--- src/pwrb_pkg.sv ---
package pwrb_pkg;

  // table geometry (SLOTS is a power of two: slot index is a bit slice)
  localparam int CONTEXTS    = 8;
  localparam int SLOTS       = 16;
  localparam int HANDLE_BITS = 16;
  localparam int SEQ_BITS    = 24;
  localparam int CTX_BITS    = $clog2(CONTEXTS);
  localparam int SLOT_BITS   = $clog2(SLOTS);
  localparam int ADDR_BITS   = CTX_BITS + SLOT_BITS;
  localparam int ENTRIES     = CONTEXTS * SLOTS;

  localparam logic [SEQ_BITS-1:0] SEQ_MASK = 24'hFF_FFFF;

  // slot status codes
  localparam logic [1:0] ST_FREE = 2'd0;
  localparam logic [1:0] ST_WAIT = 2'd1;
  localparam logic [1:0] ST_RECV = 2'd2;

  typedef logic [SEQ_BITS-1:0]    seq_t;
  typedef logic [HANDLE_BITS-1:0] handle_t;

  typedef enum logic [1:0] {
    CMD_ADD, CMD_QUERY, CMD_READ, CMD_REMOVE
  } cmd_t;

  typedef enum logic [1:0] {
    SEG_FIRST, SEG_MIDDLE, SEG_LAST, SEG_ONLY
  } seg_kind_t;

  typedef enum logic [3:0] {
    RES_ACCEPTED, RES_DUP, RES_FULL, RES_NOT_FOUND, RES_QUERY,
    RES_ORDERED, RES_INCOMPLETE, RES_RELEASED, RES_REMOVED
  } res_kind_t;

  typedef enum logic [1:0] {
    ASEL_PSN, ASEL_EXP, ASEL_ROW
  } addr_sel_t;

  typedef enum logic [3:0] {
    S_IDLE, S_LOOKUP, S_ADD_RD, S_ADD_CHK, S_GAP_RD, S_GAP_CHK, S_ACCEPT,
    S_Q_RD, S_Q_CHK, S_RD1_RD, S_RD1_CHK, S_RD2_RD, S_RD2_CHK,
    S_RM_RD, S_RM_CHK, S_RM_END
  } state_t;

  // one slot memory word
  typedef struct packed {
    logic [1:0] status;
    seg_kind_t  kind;
    handle_t    handle;
  } slot_word_t;

  localparam int WORD_BITS = $bits(slot_word_t);

  // controller -> datapath
  typedef struct packed {
    logic      latch_in;
    logic      ctx_pick;
    logic      ctx_alloc;
    logic      ctx_free;
    logic      addr_ld;
    addr_sel_t addr_sel;
    logic      cnt_clr;
    logic      cnt_inc;
    logic      end_ld;
    logic      wr_recv;
    logic      wr_wait;
    logic      emit;
    res_kind_t emit_kind;
    logic      emit_final;
  } ctl_cmd_t;

  // datapath -> controller
  typedef struct packed {
    cmd_t cmd;
    logic hit;
    logic free_any;
    logic out_full;
    logic st_recv;
    logic st_free;
    logic kind_last;
    logic dist_zero;
    logic dist_small;
    logic cnt_nxt_eq_dist;
    logic cnt_last;
    logic cnt_eq_end;
  } dp_stat_t;

endpackage

--- src/pwrb_ram.sv ---
module pwrb_ram #(
  parameter int WIDTH = 8,
  parameter int DEPTH = 16
) (
  input  logic                     clk,
  input  logic                     we,
  input  logic [$clog2(DEPTH)-1:0] waddr,
  input  logic [WIDTH-1:0]         wdata,
  input  logic [$clog2(DEPTH)-1:0] raddr,
  output logic [WIDTH-1:0]         rdata
);

  logic [WIDTH-1:0] mem [DEPTH];

  // one write port, one registered read port
  always_ff @(posedge clk) begin
    if (we) begin
      mem[waddr] <= wdata;
    end
    rdata <= mem[raddr];
  end

endmodule

--- src/pwrb_ctrl.sv ---
module pwrb_ctrl (
  input  logic               clk,
  input  logic               rst_n,
  input  logic               in_valid,
  output logic               in_ready,
  input  pwrb_pkg::dp_stat_t stat,
  output pwrb_pkg::ctl_cmd_t cmd
);

  pwrb_pkg::state_t state_r, state_nxt;

  // state register
  always_ff @(posedge clk) begin
    if (!rst_n) begin
      state_r <= pwrb_pkg::S_IDLE;
    end else begin
      state_r <= state_nxt;
    end
  end

  // next state and commands
  always_comb begin
    state_nxt      = state_r;
    in_ready       = 1'b0;
    cmd            = '0;
    cmd.addr_sel   = pwrb_pkg::ASEL_PSN;
    cmd.emit_kind  = pwrb_pkg::RES_ACCEPTED;
    unique case (state_r)
      pwrb_pkg::S_IDLE: begin
        // no item is taken while reset is held
        in_ready = rst_n;
        if (in_valid && rst_n) begin
          cmd.latch_in = 1'b1;
          state_nxt    = pwrb_pkg::S_LOOKUP;
        end
      end
      pwrb_pkg::S_LOOKUP: begin
        cmd.cnt_clr = 1'b1;
        if (stat.cmd == pwrb_pkg::CMD_ADD) begin
          priority if (stat.hit) begin
            cmd.ctx_pick = 1'b1;
            state_nxt    = pwrb_pkg::S_ADD_RD;
          end else if (stat.free_any) begin
            cmd.ctx_alloc = 1'b1;
            state_nxt     = pwrb_pkg::S_ADD_RD;
          end else if (!stat.out_full) begin
            cmd.emit       = 1'b1;
            cmd.emit_kind  = pwrb_pkg::RES_FULL;
            cmd.emit_final = 1'b1;
            state_nxt      = pwrb_pkg::S_IDLE;
          end
        end else if (!stat.hit) begin
          if (!stat.out_full) begin
            cmd.emit       = 1'b1;
            cmd.emit_kind  = pwrb_pkg::RES_NOT_FOUND;
            cmd.emit_final = 1'b1;
            state_nxt      = pwrb_pkg::S_IDLE;
          end
        end else begin
          cmd.ctx_pick = 1'b1;
          unique case (stat.cmd)
            pwrb_pkg::CMD_QUERY: state_nxt = pwrb_pkg::S_Q_RD;
            pwrb_pkg::CMD_READ:  state_nxt = pwrb_pkg::S_RD1_RD;
            default:             state_nxt = pwrb_pkg::S_RM_RD;
          endcase
        end
      end
      pwrb_pkg::S_ADD_RD: begin
        cmd.addr_ld  = 1'b1;
        cmd.addr_sel = pwrb_pkg::ASEL_PSN;
        state_nxt    = pwrb_pkg::S_ADD_CHK;
      end
      pwrb_pkg::S_ADD_CHK: begin
        if (stat.st_recv) begin
          if (!stat.out_full) begin
            cmd.emit       = 1'b1;
            cmd.emit_kind  = pwrb_pkg::RES_DUP;
            cmd.emit_final = 1'b1;
            state_nxt      = pwrb_pkg::S_IDLE;
          end
        end else begin
          cmd.wr_recv = 1'b1;
          if (stat.dist_zero || !stat.dist_small) begin
            state_nxt = pwrb_pkg::S_ACCEPT;
          end else begin
            cmd.cnt_clr = 1'b1;
            state_nxt   = pwrb_pkg::S_GAP_RD;
          end
        end
      end
      pwrb_pkg::S_GAP_RD: begin
        cmd.addr_ld  = 1'b1;
        cmd.addr_sel = pwrb_pkg::ASEL_EXP;
        state_nxt    = pwrb_pkg::S_GAP_CHK;
      end
      pwrb_pkg::S_GAP_CHK: begin
        cmd.wr_wait = stat.st_free;
        cmd.cnt_inc = 1'b1;
        state_nxt   = stat.cnt_nxt_eq_dist ? pwrb_pkg::S_ACCEPT : pwrb_pkg::S_GAP_RD;
      end
      pwrb_pkg::S_ACCEPT: begin
        if (!stat.out_full) begin
          cmd.emit       = 1'b1;
          cmd.emit_kind  = pwrb_pkg::RES_ACCEPTED;
          cmd.emit_final = 1'b1;
          state_nxt      = pwrb_pkg::S_IDLE;
        end
      end
      pwrb_pkg::S_Q_RD: begin
        cmd.addr_ld  = 1'b1;
        cmd.addr_sel = pwrb_pkg::ASEL_EXP;
        state_nxt    = pwrb_pkg::S_Q_CHK;
      end
      pwrb_pkg::S_Q_CHK: begin
        if (!stat.out_full) begin
          cmd.emit       = 1'b1;
          cmd.emit_kind  = pwrb_pkg::RES_QUERY;
          cmd.emit_final = 1'b1;
          state_nxt      = pwrb_pkg::S_IDLE;
        end
      end
      // first pass: check the run is whole
      pwrb_pkg::S_RD1_RD: begin
        cmd.addr_ld  = 1'b1;
        cmd.addr_sel = pwrb_pkg::ASEL_ROW;
        state_nxt    = pwrb_pkg::S_RD1_CHK;
      end
      pwrb_pkg::S_RD1_CHK: begin
        priority if (!stat.st_recv) begin
          if (!stat.out_full) begin
            cmd.emit       = 1'b1;
            cmd.emit_kind  = pwrb_pkg::RES_INCOMPLETE;
            cmd.emit_final = 1'b1;
            state_nxt      = pwrb_pkg::S_IDLE;
          end
        end else if (stat.kind_last || stat.cnt_last) begin
          cmd.end_ld  = 1'b1;
          cmd.cnt_clr = 1'b1;
          state_nxt   = pwrb_pkg::S_RD2_RD;
        end else begin
          cmd.cnt_inc = 1'b1;
          state_nxt   = pwrb_pkg::S_RD1_RD;
        end
      end
      // second pass: deliver handles
      pwrb_pkg::S_RD2_RD: begin
        cmd.addr_ld  = 1'b1;
        cmd.addr_sel = pwrb_pkg::ASEL_ROW;
        state_nxt    = pwrb_pkg::S_RD2_CHK;
      end
      pwrb_pkg::S_RD2_CHK: begin
        if (!stat.out_full) begin
          cmd.emit       = 1'b1;
          cmd.emit_kind  = pwrb_pkg::RES_ORDERED;
          cmd.emit_final = stat.cnt_eq_end;
          cmd.cnt_inc    = !stat.cnt_eq_end;
          state_nxt      = stat.cnt_eq_end ? pwrb_pkg::S_IDLE : pwrb_pkg::S_RD2_RD;
        end
      end
      pwrb_pkg::S_RM_RD: begin
        cmd.addr_ld  = 1'b1;
        cmd.addr_sel = pwrb_pkg::ASEL_ROW;
        state_nxt    = pwrb_pkg::S_RM_CHK;
      end
      pwrb_pkg::S_RM_CHK: begin
        if (!(stat.st_recv && stat.out_full)) begin
          cmd.emit      = stat.st_recv;
          cmd.emit_kind = pwrb_pkg::RES_RELEASED;
          cmd.cnt_inc   = !stat.cnt_last;
          state_nxt     = stat.cnt_last ? pwrb_pkg::S_RM_END : pwrb_pkg::S_RM_RD;
        end
      end
      pwrb_pkg::S_RM_END: begin
        if (!stat.out_full) begin
          cmd.emit       = 1'b1;
          cmd.emit_kind  = pwrb_pkg::RES_REMOVED;
          cmd.emit_final = 1'b1;
          cmd.ctx_free   = 1'b1;
          state_nxt      = pwrb_pkg::S_IDLE;
        end
      end
      default: state_nxt = pwrb_pkg::S_IDLE;
    endcase
  end

endmodule

--- src/pwrb_dp.sv ---
module pwrb_dp (
  input  logic                                clk,
  input  logic                                rst_n,
  input  logic [63:0]                         in_tdata,
  input  logic [3:0]                          in_tuser,
  input  pwrb_pkg::ctl_cmd_t                  cmd,
  output pwrb_pkg::dp_stat_t                  stat,
  output logic                                out_tvalid,
  input  logic                                out_tready,
  output logic [47:0]                         out_tdata,
  output logic [3:0]                          out_tuser,
  output logic                                out_tlast
);

  // latched item
  pwrb_pkg::cmd_t      cmd_r;
  pwrb_pkg::seq_t      qp_r, psn_r;
  pwrb_pkg::seg_kind_t kind_r;
  pwrb_pkg::handle_t   hdl_r;

  // context table
  logic [pwrb_pkg::CONTEXTS-1:0] ctx_valid_r;
  pwrb_pkg::seq_t                ctx_qp_r    [pwrb_pkg::CONTEXTS];
  pwrb_pkg::seq_t                ctx_first_r [pwrb_pkg::CONTEXTS];
  pwrb_pkg::seq_t                ctx_exp_r   [pwrb_pkg::CONTEXTS];
  logic [pwrb_pkg::CONTEXTS-1:0] ctx_done_r;

  logic [pwrb_pkg::CTX_BITS-1:0]  cur_r;
  logic [pwrb_pkg::ADDR_BITS-1:0] addr_r, addr_nxt;
  logic [pwrb_pkg::SLOT_BITS-1:0] cnt_r, end_r;
  logic [pwrb_pkg::ENTRIES-1:0]   vbit_r, vbit_nxt;

  // output register
  logic                 out_valid_r;
  pwrb_pkg::res_kind_t  o_kind_r;
  pwrb_pkg::handle_t    o_hdl_r;
  logic                 o_final_r, o_done_r, o_gap_r;
  pwrb_pkg::seq_t       o_gseq_r;

  logic [pwrb_pkg::CTX_BITS-1:0]  hit_idx, free_idx;
  logic                           hit, free_any;
  pwrb_pkg::seq_t                 cur_first, cur_exp, psn_dist, slot_d;
  logic [pwrb_pkg::SLOT_BITS-1:0] slot_idx;
  logic                           ram_we;
  pwrb_pkg::slot_word_t           ram_wdata, ram_rdata;
  logic [1:0]                     st_eff;

  // context match and free search, lowest index wins
  always_comb begin
    hit      = 1'b0;
    free_any = 1'b0;
    hit_idx  = '0;
    free_idx = '0;
    for (int i = pwrb_pkg::CONTEXTS - 1; i >= 0; i--) begin
      if (ctx_valid_r[i] && ctx_qp_r[i] == qp_r) begin
        hit     = 1'b1;
        hit_idx = pwrb_pkg::CTX_BITS'(i);
      end
      if (!ctx_valid_r[i]) begin
        free_any = 1'b1;
        free_idx = pwrb_pkg::CTX_BITS'(i);
      end
    end
  end

  assign cur_first = ctx_first_r[cur_r];
  assign cur_exp   = ctx_exp_r[cur_r];
  assign psn_dist  = (psn_r - cur_exp) & pwrb_pkg::SEQ_MASK;

  // slot address select
  always_comb begin
    unique case (cmd.addr_sel)
      pwrb_pkg::ASEL_PSN: slot_d = psn_r - cur_first;
      pwrb_pkg::ASEL_EXP: slot_d = cur_exp + pwrb_pkg::seq_t'(cnt_r) - cur_first;
      default:            slot_d = pwrb_pkg::seq_t'(cnt_r);
    endcase
    slot_idx = slot_d[pwrb_pkg::SLOT_BITS-1:0];
    addr_nxt = cmd.addr_ld ? {cur_r, slot_idx} : addr_r;
  end

  // slot memory write
  always_comb begin
    ram_we    = cmd.wr_recv | cmd.wr_wait;
    ram_wdata.handle = hdl_r;
    if (cmd.wr_recv) begin
      ram_wdata.status = pwrb_pkg::ST_RECV;
      ram_wdata.kind   = kind_r;
    end else begin
      ram_wdata.status = pwrb_pkg::ST_WAIT;
      ram_wdata.kind   = pwrb_pkg::SEG_FIRST;
    end
  end

  pwrb_ram #(
    .WIDTH (pwrb_pkg::WORD_BITS),
    .DEPTH (pwrb_pkg::ENTRIES)
  ) u_slot_ram (
    .clk   (clk),
    .we    (ram_we),
    .waddr (addr_r),
    .wdata (ram_wdata),
    .raddr (addr_nxt),
    .rdata (ram_rdata)
  );

  // an entry without its valid bit reads as free
  assign st_eff = vbit_r[addr_r] ? ram_rdata.status : pwrb_pkg::ST_FREE;

  // slot valid bits
  always_comb begin
    vbit_nxt = vbit_r;
    if (ram_we) begin
      vbit_nxt[addr_r] = 1'b1;
    end
    if (cmd.ctx_alloc) begin
      for (int j = 0; j < pwrb_pkg::SLOTS; j++) begin
        vbit_nxt[{free_idx, pwrb_pkg::SLOT_BITS'(j)}] = 1'b0;
      end
    end
    if (cmd.ctx_free) begin
      for (int j = 0; j < pwrb_pkg::SLOTS; j++) begin
        vbit_nxt[{cur_r, pwrb_pkg::SLOT_BITS'(j)}] = 1'b0;
      end
    end
  end

  // control registers
  always_ff @(posedge clk) begin
    if (!rst_n) begin
      ctx_valid_r <= '0;
      vbit_r      <= '0;
      out_valid_r <= 1'b0;
    end else begin
      vbit_r <= vbit_nxt;
      if (cmd.ctx_alloc) begin
        ctx_valid_r[free_idx] <= 1'b1;
      end
      if (cmd.ctx_free) begin
        ctx_valid_r[cur_r] <= 1'b0;
      end
      if (cmd.emit) begin
        out_valid_r <= 1'b1;
      end else if (out_tready) begin
        out_valid_r <= 1'b0;
      end
    end
  end

  // payload registers
  always_ff @(posedge clk) begin
    if (cmd.latch_in) begin
      qp_r   <= in_tdata[23:0];
      psn_r  <= in_tdata[47:24];
      hdl_r  <= in_tdata[63:48];
      cmd_r  <= pwrb_pkg::cmd_t'(in_tuser[1:0]);
      kind_r <= pwrb_pkg::seg_kind_t'(in_tuser[3:2]);
    end
    if (cmd.ctx_pick) begin
      cur_r <= hit_idx;
    end
    if (cmd.ctx_alloc) begin
      cur_r                 <= free_idx;
      ctx_qp_r[free_idx]    <= qp_r;
      ctx_first_r[free_idx] <= psn_r;
      ctx_exp_r[free_idx]   <= psn_r;
      ctx_done_r[free_idx]  <= 1'b0;
    end
    if (cmd.wr_recv) begin
      if (psn_dist == '0) begin
        ctx_exp_r[cur_r] <= (cur_exp + 1'b1) & pwrb_pkg::SEQ_MASK;
      end
      if (kind_r == pwrb_pkg::SEG_LAST || kind_r == pwrb_pkg::SEG_ONLY) begin
        ctx_done_r[cur_r] <= 1'b1;
      end
    end
    addr_r <= addr_nxt;
    if (cmd.cnt_clr) begin
      cnt_r <= '0;
    end else if (cmd.cnt_inc) begin
      cnt_r <= cnt_r + 1'b1;
    end
    if (cmd.end_ld) begin
      end_r <= cnt_r;
    end
    if (cmd.emit) begin
      o_kind_r  <= cmd.emit_kind;
      o_final_r <= cmd.emit_final;
      o_done_r  <= 1'b0;
      o_gap_r   <= 1'b0;
      o_gseq_r  <= '0;
      unique case (cmd.emit_kind)
        pwrb_pkg::RES_DUP:                        o_hdl_r <= hdl_r;
        pwrb_pkg::RES_ORDERED, pwrb_pkg::RES_RELEASED: o_hdl_r <= ram_rdata.handle;
        default:                                  o_hdl_r <= '0;
      endcase
      if (cmd.emit_kind == pwrb_pkg::RES_QUERY) begin
        o_done_r <= ctx_done_r[cur_r];
        o_gap_r  <= st_eff != pwrb_pkg::ST_RECV;
        o_gseq_r <= (st_eff != pwrb_pkg::ST_RECV) ? cur_exp : '0;
      end
    end
  end

  // status to controller
  always_comb begin
    stat.cmd             = cmd_r;
    stat.hit             = hit;
    stat.free_any        = free_any;
    stat.out_full        = out_valid_r && !out_tready;
    stat.st_recv         = st_eff == pwrb_pkg::ST_RECV;
    stat.st_free         = st_eff == pwrb_pkg::ST_FREE;
    stat.kind_last       = ram_rdata.kind == pwrb_pkg::SEG_LAST ||
                           ram_rdata.kind == pwrb_pkg::SEG_ONLY;
    stat.dist_zero       = psn_dist == '0;
    stat.dist_small      = psn_dist < pwrb_pkg::seq_t'(pwrb_pkg::SLOTS);
    stat.cnt_nxt_eq_dist = (pwrb_pkg::seq_t'(cnt_r) + 1'b1) == psn_dist;
    stat.cnt_last        = cnt_r == pwrb_pkg::SLOT_BITS'(pwrb_pkg::SLOTS - 1);
    stat.cnt_eq_end      = cnt_r == end_r;
  end

  assign out_tvalid = out_valid_r;
  assign out_tuser  = o_kind_r;
  assign out_tlast  = o_final_r;
  assign out_tdata  = {6'b0, o_gseq_r, o_gap_r, o_done_r, o_hdl_r};

endmodule

--- src/psn_write_reassembly_buffer_top.sv ---
// channel | dir | tdata (low bit up)                        | tuser / tlast
// in_     | in  | queue_pair 24, seq_num 24, buf_handle 16  | tuser: command 2, seg_kind 2
// out_    | out | out_handle 16, write_done, gap_present,   | tuser: result_kind 4;
//         |     | gap_seq 24, 6 zero bits                   | tlast: is_final
//
// One item at a time; the slot memory has one read and one write port, and each slot
// visited takes a read state and a check state. A miss or a full table answers from
// the lookup; an add reads its slot (a duplicate ends there), then the slots skipped
// ahead of the expected PSN; a query reads one slot; a read, the run twice; a remove, all.
// Reset clears context and slot valid bits at once; no clearing pass.
// Results wait in an output register; a stalled out_ side holds the walk.
module psn_write_reassembly_buffer_top (
  input  logic        clk,
  input  logic        rst_n,
  input  logic        in_tvalid,
  output logic        in_tready,
  input  logic [63:0] in_tdata,  // queue_pair, seq_num, buf_handle
  input  logic [3:0]  in_tuser,  // command, seg_kind
  output logic        out_tvalid,
  input  logic        out_tready,
  output logic [47:0] out_tdata, // out_handle, write_done, gap_present, gap_seq
  output logic [3:0]  out_tuser, // result_kind
  output logic        out_tlast
);

  pwrb_pkg::ctl_cmd_t cmd;
  pwrb_pkg::dp_stat_t stat;

  pwrb_ctrl u_ctrl (
    .clk      (clk),
    .rst_n    (rst_n),
    .in_valid (in_tvalid),
    .in_ready (in_tready),
    .stat     (stat),
    .cmd      (cmd)
  );

  pwrb_dp u_dp (
    .clk        (clk),
    .rst_n      (rst_n),
    .in_tdata   (in_tdata),
    .in_tuser   (in_tuser),
    .cmd        (cmd),
    .stat       (stat),
    .out_tvalid (out_tvalid),
    .out_tready (out_tready),
    .out_tdata  (out_tdata),
    .out_tuser  (out_tuser),
    .out_tlast  (out_tlast)
  );

endmodule

--- config.mk ---
export PLATFORM = sky130hd
export DESIGN_NAME = psn_write_reassembly_buffer_top
export DESIGN_NICKNAME = d
export VERILOG_FILES = /design/src/pwrb_pkg.sv /design/src/pwrb_ram.sv /design/src/pwrb_ctrl.sv /design/src/pwrb_dp.sv /design/src/psn_write_reassembly_buffer_top.sv
export SDC_FILE = /design/constraint.sdc
export NUM_CORES = 2
export LEC_CHECK = 0
export BUFFER_PORTS_ARGS = -buffer_cell sky130_fd_sc_hd__buf_2
export CAP_MARGIN = 0
export CORE_ASPECT_RATIO = 0.7
export CORE_MARGIN = 2
export CORE_UTILIZATION = 30
export DETAILED_ROUTE_END_ITERATION = 6
export GPL_TIMING_DRIVEN = 0
export PLACE_DENSITY_LB_ADDON = 0.2
export SLEW_MARGIN = 20
export SYNTH_ARGS = -nofsm -noshare
export SYNTH_HDL_FRONTEND = slang
export SYNTH_HIERARCHICAL = 1
export SYNTH_SLANG_ARGS = --single-unit
--- constraint.sdc ---
create_clock -name clk -period 13.23 [get_ports clk]
set_clock_uncertainty 0.15 [all_clocks]
set_input_delay 1.323 -clock clk [delete_from_list [all_inputs] [get_ports clk]]
set_output_delay 1.323 -clock clk [all_outputs]
set_load 0.005 [all_outputs]
; Word-level counts from Yosys, hierarchy flattened
; Memory sizes are Yosys's and may differ from the RTL's. A register that Yosys moved wholly into a read port is not among the register bits.
; Index checks and enable logic that the tools add are counted.
[totals]
ff_bits = 282
ram_bits = 3136
in_bits = 72
wordCells = 478
mem_count = 4
[mem_list]
columns = memory, depth, width, rd, rd_clocked_by_memory_dff, write_ports, line_no
row1 = u_dp.u_slot_ram.mem, 128, 20, 1, 1, 1, pwrb_ram.sv:13  ; logic [WIDTH-1:0] mem [DEPTH];
row2 = u_dp.ctx_exp_r, 8, 24, 1, 1, 1, pwrb_dp.sv:25  ; pwrb_pkg::seq_t ctx_exp_r [pwrb_pkg::CONTEXTS];
row3 = u_dp.ctx_first_r, 8, 24, 1, 1, 1, pwrb_dp.sv:24  ; pwrb_pkg::seq_t ctx_first_r [pwrb_pkg::CONTEXTS];
row4 = u_dp.ctx_qp_r, 8, 24, 8, 0, 1, pwrb_dp.sv:23  ; pwrb_pkg::seq_t ctx_qp_r [pwrb_pkg::CONTEXTS];
[op_classes]
add_sub_neg = 7
magnitude_cmp = 71
n_eq_ne = 42
mux = 194
bitwise_logic = 72
n_reduce_logical = 68
[ops]
columns = cell, n
row1 = $and A128 B128 Y128, 32
row2 = $mux W128, 3
row3 = $lt A7 B8 Y1 const B, 33
row4 = $not A113 Y128, 2
row5 = $not A114 Y128, 2
row6 = $not A115 Y128, 2
row7 = $not A116 Y128, 2
row8 = $not A117 Y128, 2
row9 = $not A118 Y128, 2
row10 = $not A119 Y128, 2
row11 = $not A120 Y128, 2
row12 = $not A121 Y128, 2
row13 = $not A122 Y128, 2
row14 = $not A123 Y128, 2
row15 = $not A124 Y128, 2
row16 = $not A125 Y128, 2
row17 = $not A126 Y128, 2
row18 = $not A127 Y128, 2
row19 = $not A128 Y128, 2
row20 = $ge A7 B1 Y1 const B, 33
row21 = $eq A24 B24 Y1, 9
row22 = $or A128 B128 Y128, 1
row23 = $demux W1 S3, 34
row24 = $mux W6, 14
row25 = 53 further kinds, 263

; Longest topological paths before layout
[depth]
ltp_word = 47
ltp_mapped = 23
mapped_depth_nobuf = 18

; Cells and area by module
; The synthesis kept the hierarchy.
[modules_own_cells]
columns = module, n_inst, cells_each, area_per_inst_um2, seq_area_each_um2
row1 = pwrb_ram, 1, 3812, 97956.4, 77274.1
row2 = pwrb_dp, 1, 2350, 32666.3, 19338.5
row3 = pwrb_ctrl, 1, 131, 840.8, 80.1

; Worst setup path before layout
; Ideal clock, no wire load.
[synth_timing]
kind = register to register
startpoint = reg u_dp/addr_r[0] (netlist bit)
endpoint = mem u_dp/u_slot_ram/mem[98][0] (netlist bit) (enable)
setup_ns = 0.422
arrival_time_ns = 10.851
required_ns = 12.658
setup_slack_ns = 1.807
path_stages_with_launch = 16
n_path_buf = 4
synth_period_minus_slack_ns = 11.423
path_cell_list = dfxtp_1 -> buf_2 -> buf_2 -> mux4_2 -> mux4_2 -> nor2b_1 -> a31oi_1 -> mux2i_1 -> o2111a_1 -> clkbuf_1 -> nor3_1 -> nor2_1 -> inv_1 -> clkbuf_1 -> nand4_1 -> nor3_1
[synth_lines]
columns = item, line_no
row1 = "start, declared", pwrb_dp.sv:29  ; logic [pwrb_pkg::ADDR_BITS-1:0] addr_r, addr_nxt;
row2 = "start signal, assigned", pwrb_dp.sv:176  ; addr_r <= addr_nxt;
row3 = "end, declared", pwrb_ram.sv:13

==> flow_summary.yaml <==
outcome:
  status: "completed"
yosys:
  ys_warn_count: 6
  syn_area_per_cell_um2: 20.69
  synth_area_um2: 126600
  netlist_instances: 6119
timing:
  rsz0062_at_grt: "no"
  worstMarginPinSlew_ps: 1229
  timing.slew.headroom: 0.1569
  tns_ps: 0
  setup_viol: 0
  fin_crit_sh: 0.7391
  maxSlewViolCount: 0
  min_period_ps: 9778
  fmax_mhz: 102.3
  finalHoldViolCount: 0
cells_and_area:
  n_fill_cell: 38730
  fin_cells: 12720
  nets: 6924
  fin_util: 0.3570
  layout-drive-gt1-share: 0.3127
  area_growth_pct: 18.44
setup_path:
  cp.arrival_ps: 10450
  crit_slowest_cell: "clkbuf_1"
  path_common_cell: "mux4_2"
  rrSetupSlack_ps: 3450
  crit_chain: "buf_2 -> buf_6 -> buf_4 -> buf_2 -> buf_1 -> mux4_2 -> mux2i_1 -> inv_1 -> fa_1 -> inv_1 -> fa_1 -> xnor2_1 -> a211oi_1 -> a21oi_1 -> a21oi_1 -> clkbuf_2 -> clkbuf_1 -> clkbuf_1 -> mux4_2 -> mux4_2 -> mux4_2 -> mux2_2"
  setup.worst_path.end_class: "flop"
  crit_path_max_incr_delay_ps: 890
  path_max_fanout: 10
  ff2ff_path_depth: 22
  required_ps: 13900
  startpoint_type: "flop"
  r2r_end: "u_dp/u_slot_ram/rdata[0]$_DFF_P_"
  path_class: "flop to flop"
pwr:
  power.internal_uw: 17670
  vdd_drop_max_mv: 0.1043
  power_frac_seq: 0.452
  clock_power_share: 0.368
  pwr-share-comb: 0.180
  swShare: 0.2727
  power.density_nw_per_um2: 162.1
  power_uw: 24300
  leakage_uw: 0.04615
  p_switching_uw: 6627
hold_path:
  min_path_type: "flop to flop"
  min_path_cells: 0
  min_to: "u_dp/end_r[2]$_DFFE_PP_"
  holdCritStartpoint: "u_dp/cnt_r[2]$_SDFFE_PP0P_"
cts:
  cts-root-buf: "clkbuf_16"
  htreeDepth: 5
  cts_resized: 0
  cts_setup_buffers: 0
  worstSkewPairLatency_ps: 1000
  cts_hold_buf: 0
  numClockSinks: 3151
  path_clk_slew_ps: 60
  cts_buffers: 321
  cts_tree: "yes"
  cts_buffer_depth: 4
routing:
  antenna_left: 0
  first_iter_violations: 7319
  vias: 64950
  firstDrtPassIters: 6
  remaining_drc_errors: 0
  totalWireLength_um: 370600
  wire_per_inst_um: 29.15
  viasPerCell: 5.108
job:
  drv_cap: 0
grt:
  antenna_found_initial: 56
  grt_max_degree: 73
  first_global_vias: 64130
  track_usage: 0.1694
  grt_pass1_wl_um: 514000
  grt_overflow_total: 0
place:
  port_buffers: 119
  gp_congestion: 0.8715
  dp.final_hpwl_um: 259000
  place_inst: 12120
floorplanning:
  die_h_um: 547.5
  rows: 199
  ios: 127
  fp.dieW_um: 780.5
  start_util: 0.3014
  die_area_um2: 427300
  core_um2: 420000
## worst max path at each step
| stage | from | endpoint | slack [ps] | cells past startpoint |
|---|---|---|---|---|
| floorplan | u_dp/addr_r[0]$_DFF_P_ | u_dp/u_slot_ram/mem[98][0]$_DFFE_PP_ | 1880 | 15 |
| CTS | flop | u_dp/u_slot_ram/rdata[0]$_DFF_P_ | 3490 | 22 |
| detailed placement | flop | u_dp/u_slot_ram/rdata[0]$_DFF_P_ | 3540 | 22 |
| global route | flop | u_dp/u_slot_ram/rdata[6]$_DFF_P_ | 3190 | 22 |
| finish | flop | u_dp/u_slot_ram/rdata[0]$_DFF_P_ | 3450 | 22 |
| global placement | u_dp/addr_r[2]$_DFF_P_ | u_dp/u_slot_ram/mem[102][0]$_DFFE_PP_ | -12060 | 14 |
## power by group through the flow
stage               clock, uW  combinational [uW]  sequential (uW)
floorplan                   0                2490            11200
global placement            0                4160            11300
detailed placement          0                4370            11200
CTS                      9190                4380            11000
global route             9580                4560            11000
finish                   8950                4360            11000
## layout by cell type, fill, tap and decap left out, drive strengths merged, types with 9 or more instances in the layout
| master | instances |
|---|---|
| edfxtp | 2969 |
| mux4 | 872 |
| clkbuf | 609 |
| buf | 513 |
| nor2 | 352 |
| mux2 | 223 |
| dfxtp | 182 |
| a21oi | 173 |
| xnor2 | 151 |
| clkinv | 136 |
| nand2 | 116 |
| xor2 | 94 |
| inv | 64 |
| nor3 | 53 |
| nand4 | 48 |
| mux2i | 45 |
| nand3 | 41 |
| nor4 | 36 |
| o21ai | 34 |
| ha | 32 |
| a22o | 30 |
| nor2b | 27 |
| nand2b | 24 |
| bufinv | 19 |
| diode | 15 |
| or2 | 15 |
| a22oi | 14 |
| a31oi | 14 |
| o21a | 12 |
| a221oi | 11 |
| a211oi | 11 |
| a21o | 10 |
| and2 | 9 |
| nor3b | 9 |
## per-stage QoR
stage | instance area, um^2 | hold slack [ps] | setup WS [ps]
floorplan | 126600 | 256.4 | 1877
global placement | 134300 | 261.2 | -12060
detailed placement | 139700 | 264.7 | 3541
CTS | 149900 | 262.2 | 3488
global route | 149900 | 293.2 | 3190
finish | 150000 | 277.1 | 3452
## state kept, by name, summed over array words and instances (netlist names), 19 cells and up, named ones only
register,cells
u_dp/u_slot_ram/mem,2432
u_dp/ctx_exp_r,192
u_dp/ctx_qp_r,192
u_dp/vbit_r,128
u_dp/ctx_first_r,32
u_dp/o_gseq_r,24
u_dp/psn_r,24
u_dp/qp_r,24
u_dp/u_slot_ram/rdata,19
## routing by layer
metal | share of wire | routed length (um) | vias to the layer above | track usage
li1 | - | - | 26690 | -
met1 | 0.48 | 176300 | 35420 | 0.2674
met2 | 0.42 | 154000 | 2384 | 0.2355
met3 | 0.083 | 30790 | 458 | 0.03565
met4 | 0.026 | 9523 | 4 | 0.04181
met5 | 0.000067 | 25 | - | 0
## final cells by class
type	instances	area [um^2]	area share
antenna	15	37.54	0.0002503
buffer	350	1672	0.01115
clock buffer	404	8591	0.05729
clock inverter	178	1604	0.01070
inverter	49	188.9	0.001260
multi-input combinational	2574	33010	0.2201
sequential	3151	92800	0.6188
tap	5628	7042	0.04696
timing repair buffer	368	5016	0.03345
## worst max-delay path: cells and delay by family, from the launching register on
family          cells  cell delay (ps)
fa+ha+maj           2              930
flops               1              400
mux                 6             2980
xor+xnor            1              140
buf+inv            10             4290
compound gates      3              600
No activity file was read; power rests on OpenSTA's default activity.
